<file path="src/rtl/scsa_ram.sv">
module scsa_ram #(
  parameter int WIDTH = 8,
  parameter int DEPTH = 16,
  localparam int AW = (DEPTH > 1) ? $clog2(DEPTH) : 1
) (
  input  logic             clk_i,
  input  logic             we_i,
  input  logic [AW-1:0]    waddr_i,
  input  logic [WIDTH-1:0] wdata_i,
  input  logic             re_i,
  input  logic [AW-1:0]    raddr_i,
  output logic [WIDTH-1:0] rdata_o
);

  logic [WIDTH-1:0] mem_q [DEPTH];
  logic [WIDTH-1:0] rdata_q;

  always_ff @(posedge clk_i) begin
    if (we_i) begin
      mem_q[waddr_i] <= wdata_i;
    end
    if (re_i) begin
      rdata_q <= mem_q[raddr_i];
    end
  end

  assign rdata_o = rdata_q;

endmodule

</file>
<file path="config.mk">
export PLATFORM = sky130hd
export DESIGN_NAME = scsa_ram
export DESIGN_NICKNAME = d
export VERILOG_FILES = /design/src/rtl/scsa_ram.sv
export SDC_FILE = /design/constraint.sdc
export NUM_CORES = 1
export LEC_CHECK = 0
export ABC_AREA = 1
export BUFFER_PORTS_ARGS = -buffer_cell sky130_fd_sc_hd__buf_2
export CAP_MARGIN = 0
export CORE_ASPECT_RATIO = 1.1
export CORE_MARGIN = 4
export CORE_UTILIZATION = 50
export CTS_CLUSTER_DIAMETER = 40
export DETAILED_ROUTE_END_ITERATION = 7
export GPL_ROUTABILITY_DRIVEN = 0
export GPL_TIMING_DRIVEN = 0
export PLACE_DENSITY = 0.67
export SLEW_MARGIN = 20
export SYNTH_ARGS = -nofsm -noshare
export SYNTH_HDL_FRONTEND = slang
export SYNTH_SLANG_ARGS = --single-unit
</file>
<file path="constraint.sdc">
create_clock -name clk_i -period 1.4 [get_ports clk_i]
set_input_delay 0.28 -clock clk_i [delete_from_list [all_inputs] [get_ports clk_i]]
set_output_delay 0.28 -clock clk_i [all_outputs]
set_load 0.05 [all_outputs]
</file>
# --- Word-level counts from Yosys, hierarchy flattened ---
# Memories as Yosys holds them, arrays and structs flattened. A register that Yosys moved wholly into a read port is not among the register bits.
# Index checks and enable logic that the tools add are counted.
totals:
  register_bits: 0
  latchBits: 0
  mem_bits_rw: 128
  mem_bits_ro: 0
  input_bits: 19
  word_cells: 3
  n_memories: 1
op_classes:
  n_addsub: 0
  mul: 0
  div_mod_pow: 0
  order_cmp: 0
  eq_ne: 0
  shift: 0
  muxes: 2
  n_bitwise: 0
  n_reduce_logical: 0
mem_list:
  columns: ["memory", "depth", "width", "read_ports", "rd_ports_with_merged_regs", "write_ports", "line", "rtl"]
  rows:
  - ["mem_q", 16, 8, 1, 1, 1, "15", "logic [WIDTH-1:0] mem_q [DEPTH];"]
op_table:
  columns: ["cell", "count"]
  rows:
  - ["$mux W1", 2]

# --- Depth between registers and ports, before layout ---
depth:
  ltp_word: 2
  ltp_mapped: 8
  ltp_nobuf: 7

# --- Worst setup path after synthesis ---
# OpenSTA, ideal clock, no wires.
synth_timing:
  path_kind: "input -> register"
  from: "input port waddr_i[2]"
  to: "memory mem_q[10][0], enable pin"
  setup_time_ns: 0.370
  arrival_ns: 0.861
  required_ns: 1.030
  setup_slack_ns: 0.169
  cell_stages: 2
  n_path_buf: 0
  path_cell_list: "nand3b_1 nor2_1"
synth_rtl:
  columns: ["element", "line", "rtl"]
  rows:
  - ["start, declared", "8", "input logic [AW-1:0] waddr_i,"]
  - ["end, declared", "15", null]
# Straight into the memory's write port.

# --- Worst setup path after layout ---
layout_timing:
  from: "input port waddr_i[1]"
  to: "memory mem_q[13][3], enable pin"
# Straight into the memory's write port.

==> qor.yml <==
sta:
  tns_ps: 0
  clock.fmax_ghz: 0.751
  rsz0062_at_grt: "no"
  setup_viol: 0
  post-route-min-period_ps: 1330
  hold_ws_ps: 201
  min_period_over_period: 0.951
  slew_viol_final: 0
  worstMarginPinSlew_ps: 956
  max_slew_margin: 0.360
  clock_skew_ps: 6.06
  final_hold_viol_count: 0
power:
  irDropWorstVdd_uv: 807
  p_leak_nw: 2.91
  p_per_area_mw_per_mm2: 1450
clocking:
  cts.sink_count: 136
  cts_max_level: 4
  cts_hold_buf: 0
  cts.root.buffer_cell: "clkbuf_16"
  cts_tree: "yes"
  numCtsBuffers: 17
  clock_path_buffers: 2
  path_clk_slew_ps: 60
  insertion_delay_ps: 410
synth:
  synth_compound_area_frac: 0
  synth_cell_types: 11
  ys_warn_count: 0
  synthAdderAreaFrac: 0
  synthMuxAreaShare: 0
  synth_xor_area_frac: 0
  synth-seq-cells: 136
  synthCells: 551
  synth_top_family_by_area: "simple AND/OR/NAND/NOR gates"
  syn_area_mm2: 0.00585
  yosysSeqAreaShare: 0.698
  syn_nets: 570
  synthSimpleGateAreaFrac: 0.208
  postSynthAreaPerCell_um2: 10.6
finish:
  mostFrequentLayoutCells: "nand2_1 (173), edfxtp_1 (136), inv_1 (100)"
  utilization: 0.591
  diodes: 0
  fillCellCount: 949
  nets: 612
  fin_area_mm2: 0.00676
  syn2layout_area_growth_pct: 15.7
  drive_gt1_frac: 0.131
  final_common_cell: "nand2_1"
worst_setup_path:
  slowest_stage: "nor2_1"
  crit_arrival_ps: 1360
  start_kind: "input port"
  cp-end-kind: "flop"
  worstSetupPathType: "input port to flop"
  critPathMaxFanout: 8
  critPathRequiredTime_ps: 1430
  rrSetupSlack_ps: 250
  path_cells: "buf_2 > inv_1 > nand2_1 > nor2_1"
  crit_path_max_incr_delay_ps: 770
drt:
  drt_iter0_drc: 397
  ant_nets: 0
  viasPerCell: 5.16
  wirelength_um: 13600
  drt-wirelength-per-cell_um: 18.0
  dr.pass1.iters: 5
  drc: 0
  dr_total_vias: 3899
grt:
  track_usage: 0.210
  grt_max_degree: 17
  overflow: 0
  grt_pass1_wl_um: 20800
  antenna_found_initial: 0
  grt_pass1_vias: 3717
hold_path:
  holdCritPathClass: "input port to flop"
floorplanning:
  dieArea_mm2: 0.0135
  io_pins: 27
  rows: 41
  start_util: 0.511
  die_w_um: 111
  core-area_mm2: 0.0114
  die_y_um: 121
job:
  max-cap-violations: 0
place:
  hpwl_um: 8960
  place_area_mm2: 0.00615
  io_buffers: 23
outcome:
  status: "complete, no violations"
## registers in the layout, indices dropped and copies added, names as in the netlist
signal	count
rdata_o	8
mem_q	128
## where the power goes
group          internal (mW)  switching, mW  leakage, nW
Combinational          0.172          0.474         1.39
Sequential              4.59         0.0213         1.24
Clock                   2.95           1.61        0.290
Total                   7.71           2.11         2.91
## synthesized netlist by cell type
cell type / instances / share of area
nand2_1: 173 / 0.11
edfxtp_1: 136 / 0.70
inv_1: 100 / 0.064
nand3_1: 97 / 0.083
nor2_1: 17 / 0.011
buf_2: 13 / 0.011
buf_6: 6 / 0.012
buf_4: 4 / 0.0051
inv_2: 2 / 0.0013
nand3b_1: 2 / 0.0026
buf_1: 1 / 0.00064
## metal layers
metal | vias up | share of wire | track usage
li1 | 1865 | - | -
met1 | 1798 | 0.43 | 0.288
met2 | 206 | 0.46 | 0.330
met3 | 30 | 0.079 | 0.0479
met4 | 0 | 0.028 | 0.0821
met5 | - | 0 | 0
## worst max-delay path: cells and delay by family
kind | cells | cell delay, ps
buf+inv | 2 | 170
simple gates | 2 | 900
## cells by family after synthesis
group	Yosys count
DFF	136
buffers and inverters	126
and+or+nand+nor	289
## path summary, 6_finish.rpt
| kind | from | endpoint | depth (start not counted) |
|---|---|---|---|
| worst min register to register | mem_q[12][5] | rdata_o[5] | 6 |
| worst min-delay path | re_i | rdata_o[5] | 1 |
| worst max-delay path | waddr_i[1] | mem_q[13][3] | 4 |
| worst max register to register | mem_q[7][3] | rdata_o[3] | 6 |
## stage by stage
step	total power, mW	worst slack, ps	instances
finish	9.82	68.6	755
global route	10.1	7.22	755
CTS	9.85	31.8	755
detailed placement	5.33	-405	724
global placement	5.32	-290	724
floorplan	5.08	169	551
## layout make-up
cell class                      count  area [um2]  share of cell area
Buffer                             24         166              0.0246
Clock buffer                       17         425              0.0629
Clock inverter                     14         183              0.0270
Inverter                          102         383              0.0566
Multi-Input combinational cell    289        1220               0.180
Sequential cell                   136        4080               0.604
Tap cell                          150         188              0.0278
Timing Repair Buffer               23         115              0.0170
## what timing repair did
item | CTS | global route
gates resized for setup | 0 | 2
buffers inserted | 0 | 0
endpoints found under the setup margin | 0 | 8
Power figures use the tool's default switching activity.
