[config.mk]
export PLATFORM = sky130hd
export DESIGN_NAME = scsa_decode
export DESIGN_NICKNAME = d
export VERILOG_FILES = /design/src/rtl/scsa_pkg.sv /design/src/rtl/scsa_decode.sv
export SDC_FILE = /design/constraint.sdc
export NUM_CORES = 1
export LEC_CHECK = 0
export BUFFER_PORTS_ARGS = -buffer_cell sky130_fd_sc_hd__buf_2
export CELL_PAD_IN_SITES_DETAIL_PLACEMENT = 0
export CELL_PAD_IN_SITES_GLOBAL_PLACEMENT = 1
export CORE_ASPECT_RATIO = 0.75
export CORE_UTILIZATION = 25
export DETAILED_ROUTE_END_ITERATION = 8
export GPL_ROUTABILITY_DRIVEN = 0
export PLACE_DENSITY = 0.86
export SLEW_MARGIN = 25
export SYNTH_ARGS = -nofsm -noshare
export SYNTH_HDL_FRONTEND = slang
export SYNTH_SLANG_ARGS = --single-unit
[constraint.sdc]
create_clock -name vclk -period 9.4
set_input_delay 2.82 -clock vclk [all_inputs]
set_output_delay 2.82 -clock vclk [all_outputs]
set_load 0.02 [all_outputs]
[src/rtl/scsa_pkg.sv]
package scsa_pkg;

  localparam int GRAN_SHIFT  = 4;
  localparam int OWNER_BYTES = 16;
  localparam int TABLE_SLOTS = 32;
  localparam int CLASS_W     = 5;
  localparam int BYTES_W     = 10;

  typedef enum logic [1:0] {
    CMD_ALLOC      = 2'd0,
    CMD_FREE_SIZED = 2'd1,
    CMD_FREE       = 2'd2,
    CMD_QUERY      = 2'd3
  } scsa_cmd_e;

  typedef enum logic [1:0] {
    ST_DONE        = 2'd0,
    ST_NOT_HANDLED = 2'd1,
    ST_EXHAUSTED   = 2'd2,
    ST_NULL        = 2'd3
  } scsa_status_e;

  typedef enum logic [2:0] {
    S_IDLE,
    S_DECODE,
    S_OWNER,
    S_CLASS,
    S_LINK
  } scsa_state_e;

  typedef struct packed {
    logic [1:0]  command;
    logic [31:0] request_bytes;
    logic [31:0] address;
  } scsa_req_t;

  typedef struct packed {
    logic [31:0]        result_address;
    logic [1:0]         status;
    logic [BYTES_W-1:0] class_bytes;
    logic [CLASS_W-1:0] class_index;
  } scsa_rsp_t;

  typedef struct packed {
    logic is_null;
    logic class_ok;
    logic in_pool;
  } scsa_dec_t;

  function automatic logic [BYTES_W-1:0] class_size_of(input logic [CLASS_W-1:0] idx);
    logic [BYTES_W-1:0] sz;
    case (idx)
      5'd0:    sz = 10'd16;
      5'd1:    sz = 10'd32;
      5'd2:    sz = 10'd48;
      5'd3:    sz = 10'd64;
      5'd4:    sz = 10'd80;
      5'd5:    sz = 10'd96;
      5'd6:    sz = 10'd112;
      5'd7:    sz = 10'd128;
      5'd8:    sz = 10'd160;
      5'd9:    sz = 10'd192;
      5'd10:   sz = 10'd224;
      5'd11:   sz = 10'd256;
      5'd12:   sz = 10'd288;
      5'd13:   sz = 10'd320;
      5'd14:   sz = 10'd352;
      5'd15:   sz = 10'd384;
      5'd16:   sz = 10'd416;
      5'd17:   sz = 10'd448;
      5'd18:   sz = 10'd480;
      5'd19:   sz = 10'd512;
      default: sz = 10'd0;
    endcase
    return sz;
  endfunction

endpackage

[src/rtl/scsa_decode.sv]
module scsa_decode import scsa_pkg::*; #(
  parameter int NUM_HUNKS = 16,
  parameter int HUNK_SHIFT = 16,
  parameter int NUM_CLASSES = 20,
  parameter int MAX_SMALL_BYTES = 512,
  localparam int LINK_DEPTH = NUM_HUNKS << (HUNK_SHIFT - GRAN_SHIFT),
  localparam int GW = $clog2(LINK_DEPTH),
  localparam int HW = (NUM_HUNKS > 1) ? $clog2(NUM_HUNKS) : 1
) (
  input  scsa_req_t           req_i,
  input  logic [31:0]         pool_base_i,
  output scsa_dec_t           dec_o,
  output logic [CLASS_W-1:0]  cls_o,
  output logic [GW-1:0]       gran_o,
  output logic [HW-1:0]       hunk_o
);

  localparam logic [31:0] HunkMask = ~((32'd1 << HUNK_SHIFT) - 32'd1);
  localparam logic [32:0] PoolSpan = 33'(NUM_HUNKS) << HUNK_SHIFT;

  logic [31:0] base;
  logic [32:0] pool_end;
  logic [31:0] diff;
  logic        found;
  logic [CLASS_W-1:0] cls;

  assign base     = pool_base_i & HunkMask;
  assign pool_end = {1'b0, base} + PoolSpan;
  assign diff     = req_i.address - base;

  always_comb begin
    found = 1'b0;
    cls   = '0;
    for (int i = 0; i < TABLE_SLOTS; i++) begin
      if (!found && (i < NUM_CLASSES) && (class_size_of(CLASS_W'(i)) != '0) &&
          (32'(class_size_of(CLASS_W'(i))) >= req_i.request_bytes)) begin
        found = 1'b1;
        cls   = CLASS_W'(i);
      end
    end
  end

  assign cls_o            = cls;
  assign dec_o.class_ok   = found && (req_i.request_bytes <= 32'(MAX_SMALL_BYTES));
  assign dec_o.is_null    = (req_i.address == 32'd0);
  assign dec_o.in_pool    = ({1'b0, req_i.address} >= {1'b0, base}) &&
                            ({1'b0, req_i.address} < pool_end);
  assign gran_o           = diff[GW+GRAN_SHIFT-1:GRAN_SHIFT];
  assign hunk_o           = diff[HUNK_SHIFT+HW-1:HUNK_SHIFT];

endmodule
# Word-level counts from Yosys, hierarchy flattened
# Index checks and enable logic that the tools add are counted.
[totals]
ram_bits = 0
rom_bits = 0
n_memories = 0
inputBits = 98
register_bits = 0
output_inout_bits = 28
latch_bits = 0
[classes]
multipliers = 0
div_mod_pow = 0
n_bitwise = 0
n_mux = 39
n_reduce_logical = 41
n_shift = 0
n_eq_ne = 0
add_sub_neg = 2
n_lt_le_gt_ge = 23
[ops]
columns = ["op", "n"]
rows = [
  ["$ge A9 B32 Y1 const A", 8],
  ["$ge A7 B32 Y1 const A", 4],
  ["$ge A8 B32 Y1 const A", 4],
  ["$ge A6 B32 Y1 const A", 2],
  ["$mux W5", 9],
  ["$add A32 B21 Y33 const B", 1],
  ["$lt A32 B33 Y1", 1],
  ["$ge A10 B32 Y1 const A", 1],
  ["$ge A32 B32 Y1", 1],
  ["$ge A5 B32 Y1 const A", 1],
  ["$le A32 B10 Y1 const B", 1],
  ["$logic_not A32 Y1", 1],
  ["$logic_and A1 B1 Y1", 21],
  ["$mux W1", 21],
  ["$sub A20 B20 Y20", 1],
  ["$logic_not A1 Y1", 19],
  ["$mux W3", 4],
  ["$mux W4", 3],
  ["$mux W2", 2],
]

# Depth between registers and ports, before layout
[logic_depth]
word_depth = 60
depth_mapped = 11
mapped_depth_nobuf = 11

# Worst setup path before layout
# Ideal clock, no wire load.
[synth_path]
path_type = "in2out"
from = "input pool_base_i[23]"
to = "output dec_o[0] in the netlist's numbering"
t_arrival_ns = 5.103
cell_stages = 11
path_slack_ns = 1.477
cell_sequence = "and3_1 > and2_1 > nand4_1 > nor3_1 > xnor2_1 > ha_1 > a21o_1 > a211oi_1 > and3_1 > a22oi_1 > a211oi_1"
[synth_lines]
columns = ["item", "line_no", "rtl"]
rows = [
  ["start: declaration", "scsa_decode.sv:11", "input logic [31:0] pool_base_i,"],
  ["end: declaration", "scsa_decode.sv:12", "output scsa_dec_t dec_o,"],
]

==> impl_metrics.tcl <==
set metrics [dict create \
    vdd_drop_max_mv 0.0140 \
    num_rows 23 \
    leakagePower_nw 1.01 \
    comb_power_share_pct 100.0 \
    wl_per_cell_um 11.2 \
    postCtsSetupBuffers 0 \
    cp-end-kind "output pin" \
    cp.arrival_ns 5.39 \
    post_drt_via_cell_ratio 4.79 \
    io_pins 126 \
    synthCells 194 \
    start_util_pct 26.2 \
    wirelength_mm 3.97 \
    fmax_mhz 122 \
    yosysSeqAreaShare_pct 0 \
    min_path_type "in2out" \
    core_area_um2 5380 \
    place_hpwl_mm 3.69 \
    setup_viol 0 \
    die-area_um2 5950 \
    fin_setup_tns_ns 0 \
    p_sw_share_pct 55.5 \
    period_share_pct 87.3 \
    diodes 0 \
    vias 1700 \
    status "completed" \
    antenna_found_initial 0 \
    syn_to_final_growth_pct 34.1 \
    power.density_nw_per_um2 46.3 \
    required_ns 6.58 \
    synth_area_um2 1410 \
    drt_iter0_drc 65 \
    cts_resized 0 \
    drtPass1Iterations 4 \
    final_util_pct 35.1 \
    path_class "in2out" \
    n_clock_buffer 0 \
    critical_path.max_fanout 5 \
    tightest_slew_ns 0.390 \
    die_x_um 88.7 \
    rsz0062_at_grt "false" \
    ys_top_cells_by_area "ha_1 26%, buf_4 8.5%, xnor2_1 7.5%, inv_1 6.1%, nor4_1 5.8%" \
    switching_power_w 0.0000485 \
    sequential_cell_total 0 \
    cp-start-kind "input port" \
    internal_power_w 0.0000389 \
    drive_gt1_share_pct 40.0 \
    fin_area_um2 1890 \
    ys_types 40 \
    synth_fp_nets 322 \
    yosysTopAreaCell "ha_1" \
    hold_violations 0 \
    io_buffers 108 \
    drv_cap 0 \
    max_slew_margin_pct 73.3 \
    grt_pass1_vias 1424 \
    grt_pass1_wl_mm 5.87 \
    hold_slack_ns 5.87 \
    synth_top_area_share_pct 25.7 \
    cts-hold-fix-buffers 0 \
    synth.avg_cell_area_um2 7.27 \
    final_nets 410 \
    grt_usage_pct 12.0 \
    final.min_clock_period_ns 8.21 \
    ys.warnings.count 0 \
    grt_max_degree 9 \
    die_h_um 67.0 \
    drc 0 \
    slew_violations 0 \
    place_area_um2 1890 \
    overflow 0 \
    power.clock.fraction_pct 0 \
    seq_power_share_pct 0 \
    antenna_left 0 \
    regArea_um2 0 \
]
-- path summary, 6_finish.rpt --
kind	start	to	slack (ns)	depth (start not counted)
worst max-delay path	pool_base_i[22]	dec_o[0]	1.19	13
worst min-delay path	req_i[8]	gran_o[4]	5.87	2
-- power groups by stage --
stage	sequential (W)	combinational (W)	clock (W)
3_5_place_dp	0	0.0000878	0
4_1_cts	0	0.0000883	0
6_report	0	0.0000875	0
3_3_place_gp	0	0.0000866	0
5_1_grt	0	0.0000986	0
2_1_floorplan	0	0.0000579	0
-- cell families (layout without fill, tap and decap cells) --
family                     after synthesis  in the layout  synth area share (%)
buffers and inverters                   45            131                  17.0
and+or+nand+nor                         63             63                  25.8
adders and majority gates               30             30                  27.2
xor gates and xnor gates                13             13                  8.07
AOI/OAI and AO/OA                       43             43                  21.9
-- cell type report --
cell class,count,area [um2]
fillers,596,3490
multi-input cells,149,1170
inverters,23,86.3
well taps,75,93.8
repair buffers,108,541
-- layer usage --
| metal | GRT usage (%) | vias up | routed length (um) |
|---|---|---|---|
| met5 | 0 | - | 0 |
| met4 | 0 | 0 | 0 |
| met3 | 0.620 | 0 | 206 |
| met2 | 20.9 | 56 | 1850 |
| met1 | 17.2 | 752 | 1910 |
| li1 | - | 892 | - |
-- metrics by stage --
step	power (W)	std cells	setup WS (ns)
floorplan	0.0000579	194	1.48
global placement	0.0000866	355	1.20
detailed placement	0.0000878	355	1.19
CTS	0.0000883	355	1.17
global route	0.0000986	355	0.926
finish	0.0000875	355	1.19
-- cells in the mapped netlist, drive strengths merged --
cell type and number:
a21oi 8, and3 4, o21ai 4, a221o 1
o211ai 1, o31a 1, a22oi 2, nand4b 1
nor3 5, xor2 1, or4 4, a211oi 6
a31oi 2, fa 1, ha 29, a22o 1
o2111ai 3, inv 23, nand4 8, buf 17
nand2 8, nor2b 2, a41oi 1, xnor2 12
nor4b 1, and4b 1, o41ai 1, clkbuf 5
o31ai 3, a2111oi 2, nor4 13, nor2 10
nand3 5, a21o 6, and2 1, o21a 1
-- cells in the final DEF, fill, tap and decap left out --
cell type and instances:
nor4b_2 1, nand2_1 8, ha_1 29, nor4_1 13, a211oi_1 5, inv_1 23
o211ai_1 1, a2111oi_0 2, or4_1 2, and3_1 4, o21a_1 1, xor2_1 1
a211oi_2 1, nand4_1 8, or4_4 2, a21oi_1 8, nor2_1 10, fa_1 1
o31a_1 1, a41oi_1 1, a22oi_1 2, o31ai_1 3, o21ai_0 4, o41ai_1 1
xnor2_1 12, nor2b_1 2, nor3_1 5, o2111ai_1 3, and4b_1 1, a221o_1 1
buf_2 108, a22o_1 1, a31oi_1 2, nand3_1 5, a21o_1 6, nand4b_1 1
and2_1 1
-- worst max-delay path, stage by stage --
cell and delay (ns):
buf_2 0.14, and3_1 0.18, and2_1 0.16, nand4_1 0.19, nor3_1 0.22, xnor2_1 0.15
ha_1 0.26, a21o_1 0.18, a211oi_1 0.29, and3_1 0.20, a22oi_1 0.08, a211oi_1 0.31
buf_2 0.22
No activity file was read; power rests on OpenSTA's default activity.
